`src/hw/rtl/bvcm_ram.sv`:
```
// ----------------------------------------------------------------------------
// bvcm_ram: generic single-port-write, single-port-read RAM
// One write and one registered read per cycle.
// ----------------------------------------------------------------------------
module bvcm_ram #(
  parameter int unsigned WIDTH = 8,
  parameter int unsigned DEPTH = 64,
  parameter int unsigned AW    = (DEPTH > 1) ? $clog2(DEPTH) : 1
) (
  input  logic             clk_i,
  input  logic             we_i,
  input  logic [AW-1:0]    waddr_i,
  input  logic [WIDTH-1:0] wdata_i,
  input  logic [AW-1:0]    raddr_i,
  output logic [WIDTH-1:0] rdata_o
);

  logic [WIDTH-1:0] mem_q [DEPTH];

  always_ff @(posedge clk_i) begin
    if (we_i) begin
      mem_q[waddr_i] <= wdata_i;
    end
    rdata_o <= mem_q[raddr_i];
  end

endmodule

```
`config.mk`:
```
export PLATFORM = sky130hd
export DESIGN_NAME = bvcm_ram
export DESIGN_NICKNAME = d
export VERILOG_FILES = /design/src/hw/rtl/bvcm_ram.sv
export SDC_FILE = /design/constraint.sdc
export NUM_CORES = 1
export LEC_CHECK = 0
export ABC_AREA = 1
export BUFFER_PORTS_ARGS = -buffer_cell sky130_fd_sc_hd__buf_2
export CAP_MARGIN = 20
export CORE_MARGIN = 5
export CORE_UTILIZATION = 57
export DETAILED_ROUTE_END_ITERATION = 6
export PLACE_DENSITY_LB_ADDON = 0.08
export SLEW_MARGIN = 20
export SYNTH_ARGS = -nofsm -noshare
export SYNTH_HDL_FRONTEND = slang
export SYNTH_SLANG_ARGS = --single-unit
```
`constraint.sdc`:
```
create_clock -name clk_i -period 1.8 [get_ports clk_i]
set_input_delay 0.18 -clock clk_i [delete_from_list [all_inputs] [get_ports clk_i]]
set_output_delay 0.18 -clock clk_i [all_outputs]
set_load 0.01 [all_outputs]
```
After elaboration in Yosys (flattened, before gate mapping)
Memory sizes are Yosys's and may differ from the RTL's. A register that Yosys moved wholly into a read port is not among the register bits.
Cells that the tools add are included.
- bits in registers: 0
- RAM bits: 512
- output and inout bits: 8
- word-level logic and storage cells: 3
- memories: 1
- mux-type cells: 2
- memories (name ; depth ; bits a word ; read ports ; clocked after Yosys merged registers in ; write ports ; RTL line ; text):
    mem_q ; 64 ; 8 ; 1 ; 1 ; 1 ; 18 ; logic [WIDTH-1:0] mem_q [DEPTH];
- operators by type and width (kind ; number):
    1-bit 2-to-1 mux ; 2

Logic depth before layout (Yosys ltp)
- depth in word-level cells: 2
- mapped depth: 12

Worst setup path before layout
Ideal clock, no wire load.
- path type: in2reg
- from: input we_i
- to: memory mem_q[48][0], enable pin
- data arrival time: 1.551 ns
- required time: 1.405 ns
- path slack: -0.146 ns
- stages: 3
- path buffers: 1
- cell sequence: clkbuf_1 nand4_1 nor4_1
- longest elaborated chain between the ends: 2
- RTL lines (what ; RTL line ; text):
    from (decl) ; 11 ; input logic we_i,
    1-bit 2-to-1 mux ; 21 ; if (we_i) begin
    1-bit 2-to-1 mux (implied by the code) ; 22 ; mem_q[waddr_i] <= wdata_i;
    to (decl) ; 18 ;
Every way passes these cells.

==> impl_metrics.yaml <==
outcome:
  status: "finished clean"
timing:
  worstMarginPinSlew_ps: 788
  slew_headroom_pct: 47.5
  hold_violations: 0
  final.setup.tns_ps: 0
  rsz0062_at_grt: "no"
  setup_viol: 0
  period_needed_ps: 1440
  period_share_pct: 80.0
  slew_violations: 0
  setup_slack_ps: 360
  clock_skew_ps: 9.81
  timing.fmax_mhz: 694
global_route:
  antenna_found_initial: 0
  grt-ovfl-total: 0
  grt_start_max_net_pins: 65
  grt_pass1_vias: 13300
  grtUsageTotal_pct: 25.6
  grt_pass1_wl_mm: 80.8
setup_path:
  critPathKind: "flip-flop to flip-flop"
  max_stage_delay_ps: 360
  worstPathArrival_ps: 1910
  worstPathCellList: "nand2_1, nand3_1, nand3_1, nand2_1, nand2_1, nand3_1, nand3_1, nand2_1"
  critPathBufInv: 0
  cp-end-kind: "flip-flop"
  startpoint_type: "flip-flop"
  cpLargestDelayFamily: "simple AND/OR/NAND/NOR gates"
  cp.required_ps: 2270
  slowest_stage: "edfxtp_1"
  r2r_setup_slack_ps: 360
  worstReg2RegStart: "mem_q[63][4]"
  r2r_cells: 8
  cp_max_fo: 1
  timing.rr.end: "rdata_o[4]"
place:
  port_buffers: 29
  gp_congestion: 0.879
  dp_cells: 2307
  place_ws_ps: 60.9
  hpwl_mm: 31.1
routing:
  post-route-drc-count: 0
  viasPerCell: 5.88
  avgRoutedWirePerCell_um: 22.2
  totalWireLength_mm: 53.3
  vias: 14100
  drt-initial-drc-count: 1437
  dr.pass1.iters: 5
  ant_nets: 0
power:
  irDropWorstVdd_uv: 789
  p_leak_nw: 8.95
  powerDensity_nw_per_um2: 1080
clock_tree:
  cts_root_buffer: "clkbuf_16"
  cts_tree: "done"
  cts_num_sinks: 520
  cts_buffers: 52
  clk_latency_ps: 580
  cts_buffer_depth: 3
  htree_levels: 2
  clkTransAtPathRegs_ps: 60
  cts-resized-gates: 0
yosys:
  synth_area_leaders: "edfxtp_1 (72%), nand2_1 (11%), nand3_1 (10%)"
  ys_ff_latch: 520
  yosysWarningCount: 0
  syn_area_um2: 21300
  syn_nets: 1827
  synth_top_area_share_pct: 72.0
  syn_area_per_cell_um2: 11.8
  synthDistinctLibCells: 16
  postSynthCellCount: 1805
  synth_seq_area_share_pct: 72.8
  synth.largest_area_cell: "edfxtp_1"
die:
  initial_core_util_pct: 58.0
  die_area_um2: 41400
  pin_count: 30
  core_um2: 36800
  rows: 70
  die_h_um: 203
  die_w_um: 203
layout:
  final_util_pct: 65.9
  num-fill-cells: 2728
  drive_gt1_share_pct: 11.5
  antenna_cells: 0
  nets: 1917
  synthToLayoutAreaGrowth_pct: 13.6
  fin_cells: 2402
min_path:
  hold_end: "mem_q[50][3]"
  worstHoldPathCells: 2
  holdCritPathClass: "primary input to flip-flop"
  min_from: "wdata_i[3]"
job:
  cap_viol_max_count: 0
==> cells in the final DEF, fill, tap and decap left out, types with 13 or more instances in the layout <==
cell,instances
buf_12,24
buf_2,27
buf_4,95
clkbuf_16,53
clkinv_1,13
edfxtp_1,512
nand2_1,648
nand3_1,439
nor2_1,56
==> sequential cells by signal (all words and copies together) (netlist names) <==
name / cells
rdata_o: 8
mem_q: 512
==> final cells by class <==
type                            count  area [um^2]  share of cell area, %
Tap cell                          468          586                   2.42
Inverter                           12         52.6                  0.217
Multi-Input combinational cell   1160         4950                   20.4
Sequential cell                   520        15500                   64.1
Clock inverter                     33          399                   1.65
Clock buffer                       60         1350                   5.58
Timing Repair Buffer              149         1360                   5.61
==> how the worst max path moves through the flow <==
stage / from / end / slack, ps / depth (start not counted)
floorplan: we_i / mem_q[48][0] / -150 / 3
global placement: raddr_i[1] / rdata_o[5] / 50 / 10
detailed placement: raddr_i[1] / rdata_o[5] / 60 / 10
CTS: mem_q[63][4] / rdata_o[4] / 380 / 8
global route: mem_q[63][5] / rdata_o[5] / 260 / 8
finish: mem_q[63][4] / rdata_o[4] / 360 / 8
==> cells in the mapped netlist <==
cell	instances
nand2_1	648
clkbuf_1	15
nor4_1	8
inv_6	1
nand3_1	439
inv_1	10
buf_8	2
nor2_1	56
inv_2	1
nand4_1	9
buf_4	14
buf_6	35
dfxtp_1	8
buf_1	10
edfxtp_1	512
buf_2	37
==> power breakdown <==
part           internal (mW)  total, mW  switching, mW
logic                  0.472       1.68           1.21
registers               13.4       13.4         0.0373
clock network           6.77       11.1           4.31
total                   20.6       26.2           5.56
==> kinds of logic (layout without fill, tap and decap cells) <==
| logic type | Yosys count | after routing | synth area share (%) |
|---|---|---|---|
| simple gates | 1160 | 1160 | 23.2 |
| flops | 520 | 520 | 72.8 |
| buf+inv | 125 | 254 | 4.02 |
==> layer usage <==
layer / GRT usage [%] / vias up / routed length [um]
li1: - / 6535 / -
met1: 37.1 / 6905 / 22100
met2: 40.9 / 584 / 25300
met3: 4.75 / 97 / 4570
met4: 6.72 / 0 / 1340
met5: 0 / - / 0
==> what timing repair did <==
action	4_1_cts	5_1_grt
hold buffers	2	0
setup buffers	0	0
setup endpoints to repair	0	0
endpoints found under the hold margin	15	0
==> through the flow <==
step / hold slack (ps) / total power [mW] / area [um^2]
global placement: 601 / 15.3 / 22500
floorplan: 279 / 14.6 / 21300
global route: 110 / 27.1 / 24200
detailed placement: 597 / 15.4 / 22500
CTS: 111 / 26.4 / 24200
finish: 118 / 26.2 / 24200
No activity file was read; power rests on OpenSTA's default activity.
