### config.mk
export PLATFORM = sky130hd
export DESIGN_NAME = bvcm_root
export DESIGN_NICKNAME = d
export VERILOG_FILES = /design/src/hw/rtl/bvcm_pkg.sv /design/src/hw/rtl/bvcm_root.sv
export SDC_FILE = /design/constraint.sdc
export NUM_CORES = 2
export LEC_CHECK = 0
export BUFFER_PORTS_ARGS = -buffer_cell sky130_fd_sc_hd__buf_4
export CAP_MARGIN = 20
export CORE_MARGIN = 2
export CORE_UTILIZATION = 50
export CTS_CLUSTER_SIZE = 10
export DETAILED_ROUTE_END_ITERATION = 6
export HOLD_SLACK_MARGIN = 0.08
export PLACE_DENSITY = 0.66
export SLEW_MARGIN = 5
export SYNTH_ARGS = -nofsm -noshare
export SYNTH_HDL_FRONTEND = slang
export SYNTH_SLANG_ARGS = --single-unit
### constraint.sdc
create_clock -name clk_i -period 11.3 [get_ports clk_i]
set_input_delay 0.565 -clock clk_i [delete_from_list [all_inputs] [get_ports clk_i]]
set_output_delay 0.565 -clock clk_i [all_outputs]
set_load 0.02 [all_outputs]
### src/hw/rtl/bvcm_pkg.sv
// ----------------------------------------------------------------------------
// bvcm_pkg: shared types and constants
// Result codes, controller states and fixed widths for the byte vector
// cosine match block.
// ----------------------------------------------------------------------------
package bvcm_pkg;

  localparam logic KIND_STATUS = 1'b0;
  localparam logic KIND_MATCH  = 1'b1;

  localparam logic STATUS_STORED = 1'b0;
  localparam logic STATUS_FULL   = 1'b1;

  localparam logic MODE_LOAD  = 1'b0;
  localparam logic MODE_QUERY = 1'b1;

  localparam int unsigned LIMIT_W = 5;
  localparam logic [LIMIT_W-1:0] LIMIT_RESET = 5'd4;
  localparam logic [LIMIT_W-1:0] MAX_RESULTS = 5'd16;

  localparam int unsigned SCORE_W = 16;
  localparam logic [SCORE_W-1:0] SCORE_ONE = 16'd32768;

  // Quotient bits kept by the divider; the score scale 2^15 squared.
  localparam int unsigned QUOT_W = 30;
  localparam int unsigned ROOT_W = 15;

  typedef enum logic [1:0] {
    ST_IDLE,
    ST_SLOT,
    ST_DOT,
    ST_ROOT
  } ctrl_state_e;

  typedef enum logic [1:0] {
    RT_IDLE,
    RT_MUL,
    RT_DIV,
    RT_SQRT
  } root_state_e;

endpackage

### src/hw/rtl/bvcm_root.sv
// ----------------------------------------------------------------------------
// bvcm_root: cosine score unit
// Computes min(32768, floor(32768*dot/sqrt(na*nb))) with a bit-serial
// divider followed by a bit-serial square root.
// ----------------------------------------------------------------------------
module bvcm_root #(
  parameter int unsigned NW = 22
) (
  input  logic                         clk_i,
  input  logic                         rst_ni,
  input  logic                         start_i,
  input  logic [NW-1:0]                dot_i,
  input  logic [NW-1:0]                qnorm_i,
  input  logic [NW-1:0]                dnorm_i,
  output logic                         done_o,
  output logic [bvcm_pkg::SCORE_W-1:0] score_o
);
  import bvcm_pkg::*;

  localparam int unsigned PW  = 2 * NW;
  localparam int unsigned XW  = PW + QUOT_W;
  localparam int unsigned CNW = $clog2(XW + 1);

  root_state_e state_q, state_d;

  logic [NW-1:0]     dot_q, qn_q, dn_q;
  logic [PW-1:0]     p_q, p_d;
  logic [XW-1:0]     num_q, num_d;
  logic [PW-1:0]     rem_q, rem_d;
  logic [QUOT_W-1:0] quo_q, quo_d;
  logic              ovf_q, ovf_d;
  logic [ROOT_W-1:0] root_q, root_d;
  logic [CNW-1:0]    cnt_q, cnt_d;
  logic              done_q, done_d;
  logic [SCORE_W-1:0] score_q, score_d;

  logic [PW:0]       trial;
  logic              ge;
  logic [ROOT_W-1:0] try_root;
  logic [QUOT_W-1:0] try_sq;

  // Next state
  always_comb begin
    state_d = state_q;
    case (state_q)
      RT_IDLE: if (start_i) state_d = RT_MUL;
      RT_MUL:  state_d = RT_DIV;
      RT_DIV:  if (cnt_q == CNW'(1)) state_d = RT_SQRT;
      RT_SQRT: if (cnt_q == CNW'(1)) state_d = RT_IDLE;
      default: state_d = RT_IDLE;
    endcase
  end

  assign trial    = {rem_q, num_q[XW-1]};
  assign ge       = trial >= {1'b0, p_q};
  assign try_root = root_q | (ROOT_W'(1) << (cnt_q - CNW'(1)));
  assign try_sq   = QUOT_W'(try_root) * QUOT_W'(try_root);

  // Datapath
  always_comb begin
    p_d     = p_q;
    num_d   = num_q;
    rem_d   = rem_q;
    quo_d   = quo_q;
    ovf_d   = ovf_q;
    root_d  = root_q;
    cnt_d   = cnt_q;
    done_d  = 1'b0;
    score_d = score_q;
    case (state_q)
      RT_MUL: begin
        p_d   = PW'(qn_q) * PW'(dn_q);
        num_d = {PW'(dot_q) * PW'(dot_q), QUOT_W'(0)};
        rem_d = '0;
        quo_d = '0;
        ovf_d = 1'b0;
        cnt_d = CNW'(XW);
      end
      RT_DIV: begin
        rem_d = ge ? PW'(trial - {1'b0, p_q}) : PW'(trial);
        num_d = num_q << 1;
        quo_d = {quo_q[QUOT_W-2:0], ge};
        ovf_d = ovf_q | quo_q[QUOT_W-1];
        cnt_d = cnt_q - CNW'(1);
        if (cnt_q == CNW'(1)) begin
          root_d = '0;
          cnt_d  = CNW'(ROOT_W);
        end
      end
      RT_SQRT: begin
        if (try_sq <= quo_q) root_d = try_root;
        cnt_d = cnt_q - CNW'(1);
        if (cnt_q == CNW'(1)) begin
          done_d  = 1'b1;
          score_d = ovf_q ? SCORE_ONE
                          : {1'b0, ((try_sq <= quo_q) ? try_root : root_q)};
        end
      end
      default: ;
    endcase
  end

  always_ff @(posedge clk_i or negedge rst_ni) begin
    if (!rst_ni) begin
      state_q <= RT_IDLE;
      done_q  <= 1'b0;
    end else begin
      state_q <= state_d;
      done_q  <= done_d;
    end
  end

  always_ff @(posedge clk_i) begin
    if (state_q == RT_IDLE && start_i) begin
      dot_q <= dot_i;
      qn_q  <= qnorm_i;
      dn_q  <= dnorm_i;
    end
    p_q     <= p_d;
    num_q   <= num_d;
    rem_q   <= rem_d;
    quo_q   <= quo_d;
    ovf_q   <= ovf_d;
    root_q  <= root_d;
    cnt_q   <= cnt_d;
    score_q <= score_d;
  end

  assign done_o  = done_q;
  assign score_o = score_q;

endmodule
### After elaboration in Yosys (flattened, before gate mapping)

Cells that the tools add are included.

| word-level totals | value |
|---|---|
| output and inout bits | 17 |
| register bits | 300 |
| input bits | 69 |
| logic and storage cells | 56 |

| operators by class | value |
|---|---|
| add/subtract/negate cells | 2 |
| bitwise operators | 2 |
| reductions and logical operators | 8 |
| magnitude comparators | 2 |
| muxes and demuxes | 17 |
| shift operators | 1 |
| multiply operators | 3 |
| equality and inequality tests | 7 |

Operators by type and width:

| cell | number |
|---|---|
| $pmux W74 S2 | 1 |
| $mul A22 B22 Y44 | 2 |
| $pmux W44 S2 | 1 |
| $pmux W30 S2 | 1 |
| $ge A45 B44 Y1 | 1 |
| $mux W44 | 1 |
| $sub A44 B44 Y44 | 1 |
| $le A30 B30 Y1 | 1 |
| $mul A15 B15 Y30 | 1 |
| $mux W15 | 2 |
| $pmux W15 S2 | 1 |
| $pmux W7 S3 | 1 |
| $mux W16 | 1 |
| $or A15 B15 Y15 | 1 |
| $shl A1 B7 Y15 const A | 1 |
| $pmux W2 S4 | 1 |
| $eq A7 B1 Y1 const B | 1 |
| $mux W7 | 1 |
| $sub A7 B1 Y7 const B | 1 |
| $mux W2 | 3 |
| $ne A2 B2 Y1 const B | 3 |
| $eq A2 B2 Y1 const B | 2 |
| $reduce_and A2 Y1 | 2 |
| $reduce_bool A2 Y1 | 2 |
| other kinds (8) | 9 |

### Depth between registers and ports, before layout

| depth | value |
|---|---|
| depth in word-level cells | 7 |
| depth in mapped cells | 42 |
| mapped depth without buffers | 42 |

### Worst setup path before layout

Ideal clock, no wire load.

| timing path | value |
|---|---|
| path kind | register -> register |
| start | reg cnt_q[0] |
| end | reg root_q[2] (data pin) |
| period minus slack after synthesis | 9.320 ns |
| buffers on the path | 2 |
| library setup time | 0.169 ns |
| stages on the path, launching flop included | 40 |
| arrival | 9.151 ns |
| setup slack | 1.980 ns |
| required time | 11.131 ns |
| cell sequence | edfxtp_1 -> inv_1 -> ha_1 -> nor2b_1 -> nand2_1 -> xor2_1 -> nor4b_1 -> a21oi_1 -> inv_1 -> buf_2 -> nand2_1 -> fa_1 -> fa_1 -> inv_1 -> fa_1 -> inv_1 -> fa_1 -> inv_1 -> [4 not listed] -> ha_1 -> o21a_1 -> nor2_1 -> or4_1 -> a31oi_1 -> a21oi_1 -> o31ai_1 -> xor2_1 -> ha_1 -> a21o_1 -> a21o_1 -> a21o_1 -> a21o_1 -> a21oi_1 -> o21ai_0 -> o2bb2ai_1 -> clkbuf_1 -> a211oi_1 |

| on the way | value |
|---|---|
| word-level cells in the longest chain between the ends | 7 |

Ends and longest elaborated chain:

| what | line | RTL |
|---|---|---|
| from (decl) | bvcm_root.sv:33 | `logic [CNW-1:0] cnt_q, cnt_d;` |
| from (signal assigned) | bvcm_root.sv:125 | `cnt_q <= cnt_d;` |
| $sub A7 B1 Y7 * | bvcm_root.sv:56 | `assign try_root = root_q \| (ROOT_W'(1) << (cnt_q - CNW'(1)));` |
| $shl A1 B7 Y15 * | bvcm_root.sv:56 |  |
| $or A15 B15 Y15 * | bvcm_root.sv:56 |  |
| $mul A15 B15 Y30 | - |  |
| $le A30 B30 Y1 | - |  |
| $mux W15 * | bvcm_root.sv:91 | `if (try_sq <= quo_q) root_d = try_root;` |
| $pmux W15 S2 * | bvcm_root.sv:70 | `case (state_q)` |
| to (signal assigned) | bvcm_root.sv:124 | `root_q <= root_d;` |
| to (decl) | bvcm_root.sv:32 | `logic [ROOT_W-1:0] root_q, root_d;` |

Mark *: on every way between the ends. The rest lies on a longest branch, timed or not.
A chain may end at the register's enable or synchronous reset.

### Worst setup path in the final report

| timing path | value |
|---|---|
| start | reg cnt_q[0] |
| end | reg score_q[4], in the netlist score_o[4] (data pin) |

| on the way | value |
|---|---|
| word-level cells in the longest chain between the ends | 6 |

Ends and longest elaborated chain:

| what | line | RTL |
|---|---|---|
| $sub A7 B1 Y7 * | bvcm_root.sv:56 |  |
| $shl A1 B7 Y15 * | bvcm_root.sv:56 |  |
| $or A15 B15 Y15 * | bvcm_root.sv:56 |  |
| $mul A15 B15 Y30 | bvcm_root.sv:57 | `assign try_sq = QUOT_W'(try_root) * QUOT_W'(try_root);` |
| $le A30 B30 Y1 | bvcm_root.sv:96 | `: {1'b0, ((try_sq <= quo_q) ? try_root : root_q)};` |
| $mux W15 * | - |  |
| to (signal assigned) | bvcm_root.sv:126 | `score_q <= score_d;` |
| to (decl) | bvcm_root.sv:35 | `logic [SCORE_W-1:0] score_q, score_d;` |

Marks and branches as above.

==> flow_summary_export.csv <==
group,metric,value,unit
status,status,"finished, final reports clean",
global_routing,grt_pass1_wl,188000,um
synthesis,synth_cell_types,76,
pwr,max-vdd-ir-drop,0.171,mV
timing,slew_headroom,19.5,%
setup_path,critPathMaxStageDelay,0.68,ns
clock_network,cts-root-buf,"clkbuf_16",
pwr,p_leak,0.0260,uW
synthesis,synth_nets,6642,
setup_path,worstReg2RegEnd,"score_o[4]",
synthesis,synth_common_cells,"inv_1 (1,209), fa_1 (881), nand2_1 (695)",
timing,worst_clock_skew,0.0410,ns
synthesis,synth_edf_count,267,
timing,drv_slew,0,
die,die_w,317,um
timing,hold_slack,0.120,ns
setup_path,cpMaxStageDelayCell,"a21oi_1",
timing,setup_viol,0,
die,dieArea,100000,sq um
timing,grt_setup_unrepaired,"no",
synthesis,synthFlopType,"edfxtp_1",
setup_path,critPathArrivalTime,10.94,ns
clock_network,htreeDepth,2,
die,num_rows,114,
die,start_util,50.5,%
die,ios,86,
placement,globalplace.congestion,0.912,
pwr,power_density,45.2,nW/um^2
synthesis,syn_avg_cell_area,9.38,sq um
min_path,hold_path_depth,1,
synthesis,syn_inst,5206,
min_path,min_to,"dn_q[20]",
placement,dp_hpwl,87000,um
layout,drive_above_1_share,4.39,%
timing,worst_pin_slew,1.21,ns
synthesis,synth_area_leaders,"fa_1 (36%), edfxtp_1 (16%), ha_1 (12%)",
synthesis,yosysWarnings,0,
clock_network,clkLatencyLatePin,0.62,ns
routing,vias,34593,
global_routing,grt_pass1_vias,36640,
setup_path,r2r_start,"cnt_q[0]",
run,maxCapViolations,0,
routing,drc,0,
setup_path,rr_worst_depth,39,
synthesis,syn_area,48800,sq um
layout,area_growth,6.64,%
clock_network,cts_hold_buf,4,
routing,detail_route.iter0.violations,1796,
synthesis,async_flop_share,1.11,%
routing,ant_nets,0,
layout,diodes,0,
clock_network,cts_sinks,270,
routing,vias_per_cell,5.32,
min_path,hp-class,"in2reg",
die,core-area,96700,sq um
timing,fin_setup_tns,0,ns
setup_path,r2r_slack,0.77,ns
global_routing,grt-ovfl-total,0,
routing,wl_per_cell,17.2,um
clock_network,clock_path_buffers,3,
routing,drt-pass1-iter-count,5,
clock_network,postCtsSetupRepairBufs,0,
clock_network,clk_pin_slew_worst_paths,0.06,ns
layout,nets,6629,
timing,hold_viol,0,
synthesis,synth.most_common_cell,"inv_1",
placement,portBuffers,85,
timing,max_freq,94.9,MHz
timing,fin_crit,10.53,ns
setup_path,crit_required,11.71,ns
synthesis,ys_seq_elements,270,
die,dieHeight,317,um
global_routing,antenna_found_initial,0,
clock_network,cts-resized-gates,0,
timing,finalCritPeriodShare,93.2,%
routing,routed_wirelength,112000,um
setup_path,worstPathMaxFanout,26,
global_routing,grt_start_max_net_pins,76,
synthesis,synth_top_area_share,36.1,%
setup_path,critPathCaptureType,"flip-flop",
global_routing,grt_usage,23.5,%
synthesis,yosysTopAreaCell,"fa_1",
clock_network,cts_tree,"built",
synthesis,synth-seq-area-share,16.6,%
clock_network,numCtsBuffers,40,
setup_path,critPathKind,"reg2reg",
setup_path,critPathLaunchType,"flip-flop",
min_path,min_from,"dnorm_i[20]",
## critical path: cells and delay by family (launching register included)
family,cells,cell delay (ns)
AOI/OAI and AO/OA,13,2.98
xor gates and xnor gates,2,0.37
adders and majority gates,9,3.88
buffers and inverters,8,1.24
DFF,1,0.46
and+or+nand+nor,7,1.42
## sequential cells by signal, indices dropped and copies added (netlist names)
signal / count
num_q: 44
p_q: 44
rem_q: 44
quo_q: 30
dn_q: 22
dot_q: 22
qn_q: 22
score_o: 16
root_q: 15
cnt_q: 7
state_q: 2
done_o: 1
ovf_q: 1
## layout make-up
| class | instances | area (sq um) |
|---|---|---|
| clock inverters | 19 | 225 |
| repair buffers | 140 | 1070 |
| clock buffers | 52 | 1070 |
| well taps | 1276 | 1600 |
| flip-flops and latches | 270 | 8090 |
| fillers | 8775 | 44600 |
| multi-input cells | 3525 | 35500 |
| inverters | 1216 | 4560 |
## kinds of logic (layout without fill, tap and decap cells)
| logic type | after synthesis | in the layout | share of synthesized area, % |
|---|---|---|---|
| buf+inv | 1411 | 1427 | 10.9 |
| simple gates | 1400 | 1400 | 13.3 |
| fa+ha+maj | 1367 | 1367 | 48.6 |
| compound gates | 594 | 594 | 7.67 |
| flops | 270 | 270 | 16.6 |
| xor+xnor | 157 | 157 | 2.82 |
| mux | 7 | 7 | 0.154 |
## per-stage QoR
stage	util [%]	std cells	worst slack (ns)	power, uW	area, sq um
floorplan	-	5206	1.98	1110	48800
CTS	53.8	6497	0.799	2390	52100
finish	53.9	6498	0.768	2360	52100
global placement	52.5	6422	1.17	1130	50700
detailed placement	52.5	6422	0.848	1130	50700
global route	53.9	6498	0.0644	2430	52100
## cells in the final DEF (no fill, tap or decap), drive strengths merged, types with 18 or more instances in the layout
master / n
ha: 486
nand2b: 26
nand2: 695
nor3: 25
o21ai: 131
a21o: 82
nor2b: 29
a21oi: 190
edfxtp: 267
and3: 30
a211oi: 45
fa: 881
xor2: 59
nor2: 201
and2: 260
inv: 1214
nand4: 24
xnor2: 98
buf: 136
clkbuf: 52
nand3: 51
o21a: 18
## routing by layer
layer	wire [um]	GRT usage, %	vias up
met5	0	0	-
met4	3260	7.15	0
met3	6080	3.07	194
met2	53000	38.6	956
met1	49500	32.5	17355
li1	-	-	16088
## power breakdown
part / leakage, uW / switching [uW] / total (uW) / internal [uW]
clock: 0.000613 / 507 / 1250 / 740
combinational: 0.0231 / 4.05 / 19.5 / 15.5
sequential: 0.00225 / 0 / 1090 / 1090
total: 0.0260 / 511 / 2360 / 1840
## worst max-delay path by stage
| stage | from | end |
|---|---|---|
| floorplan | cnt_q[0] | root_q[2] |
| global placement | cnt_q[0] | score_o[9] |
| detailed placement | cnt_q[0] | score_o[4] |
| CTS | cnt_q[0] | score_o[4] |
| global route | cnt_q[0] | score_o[14] |
| finish | cnt_q[0] | score_o[4] |
Note: power is estimated with default switching activity, not from simulation.
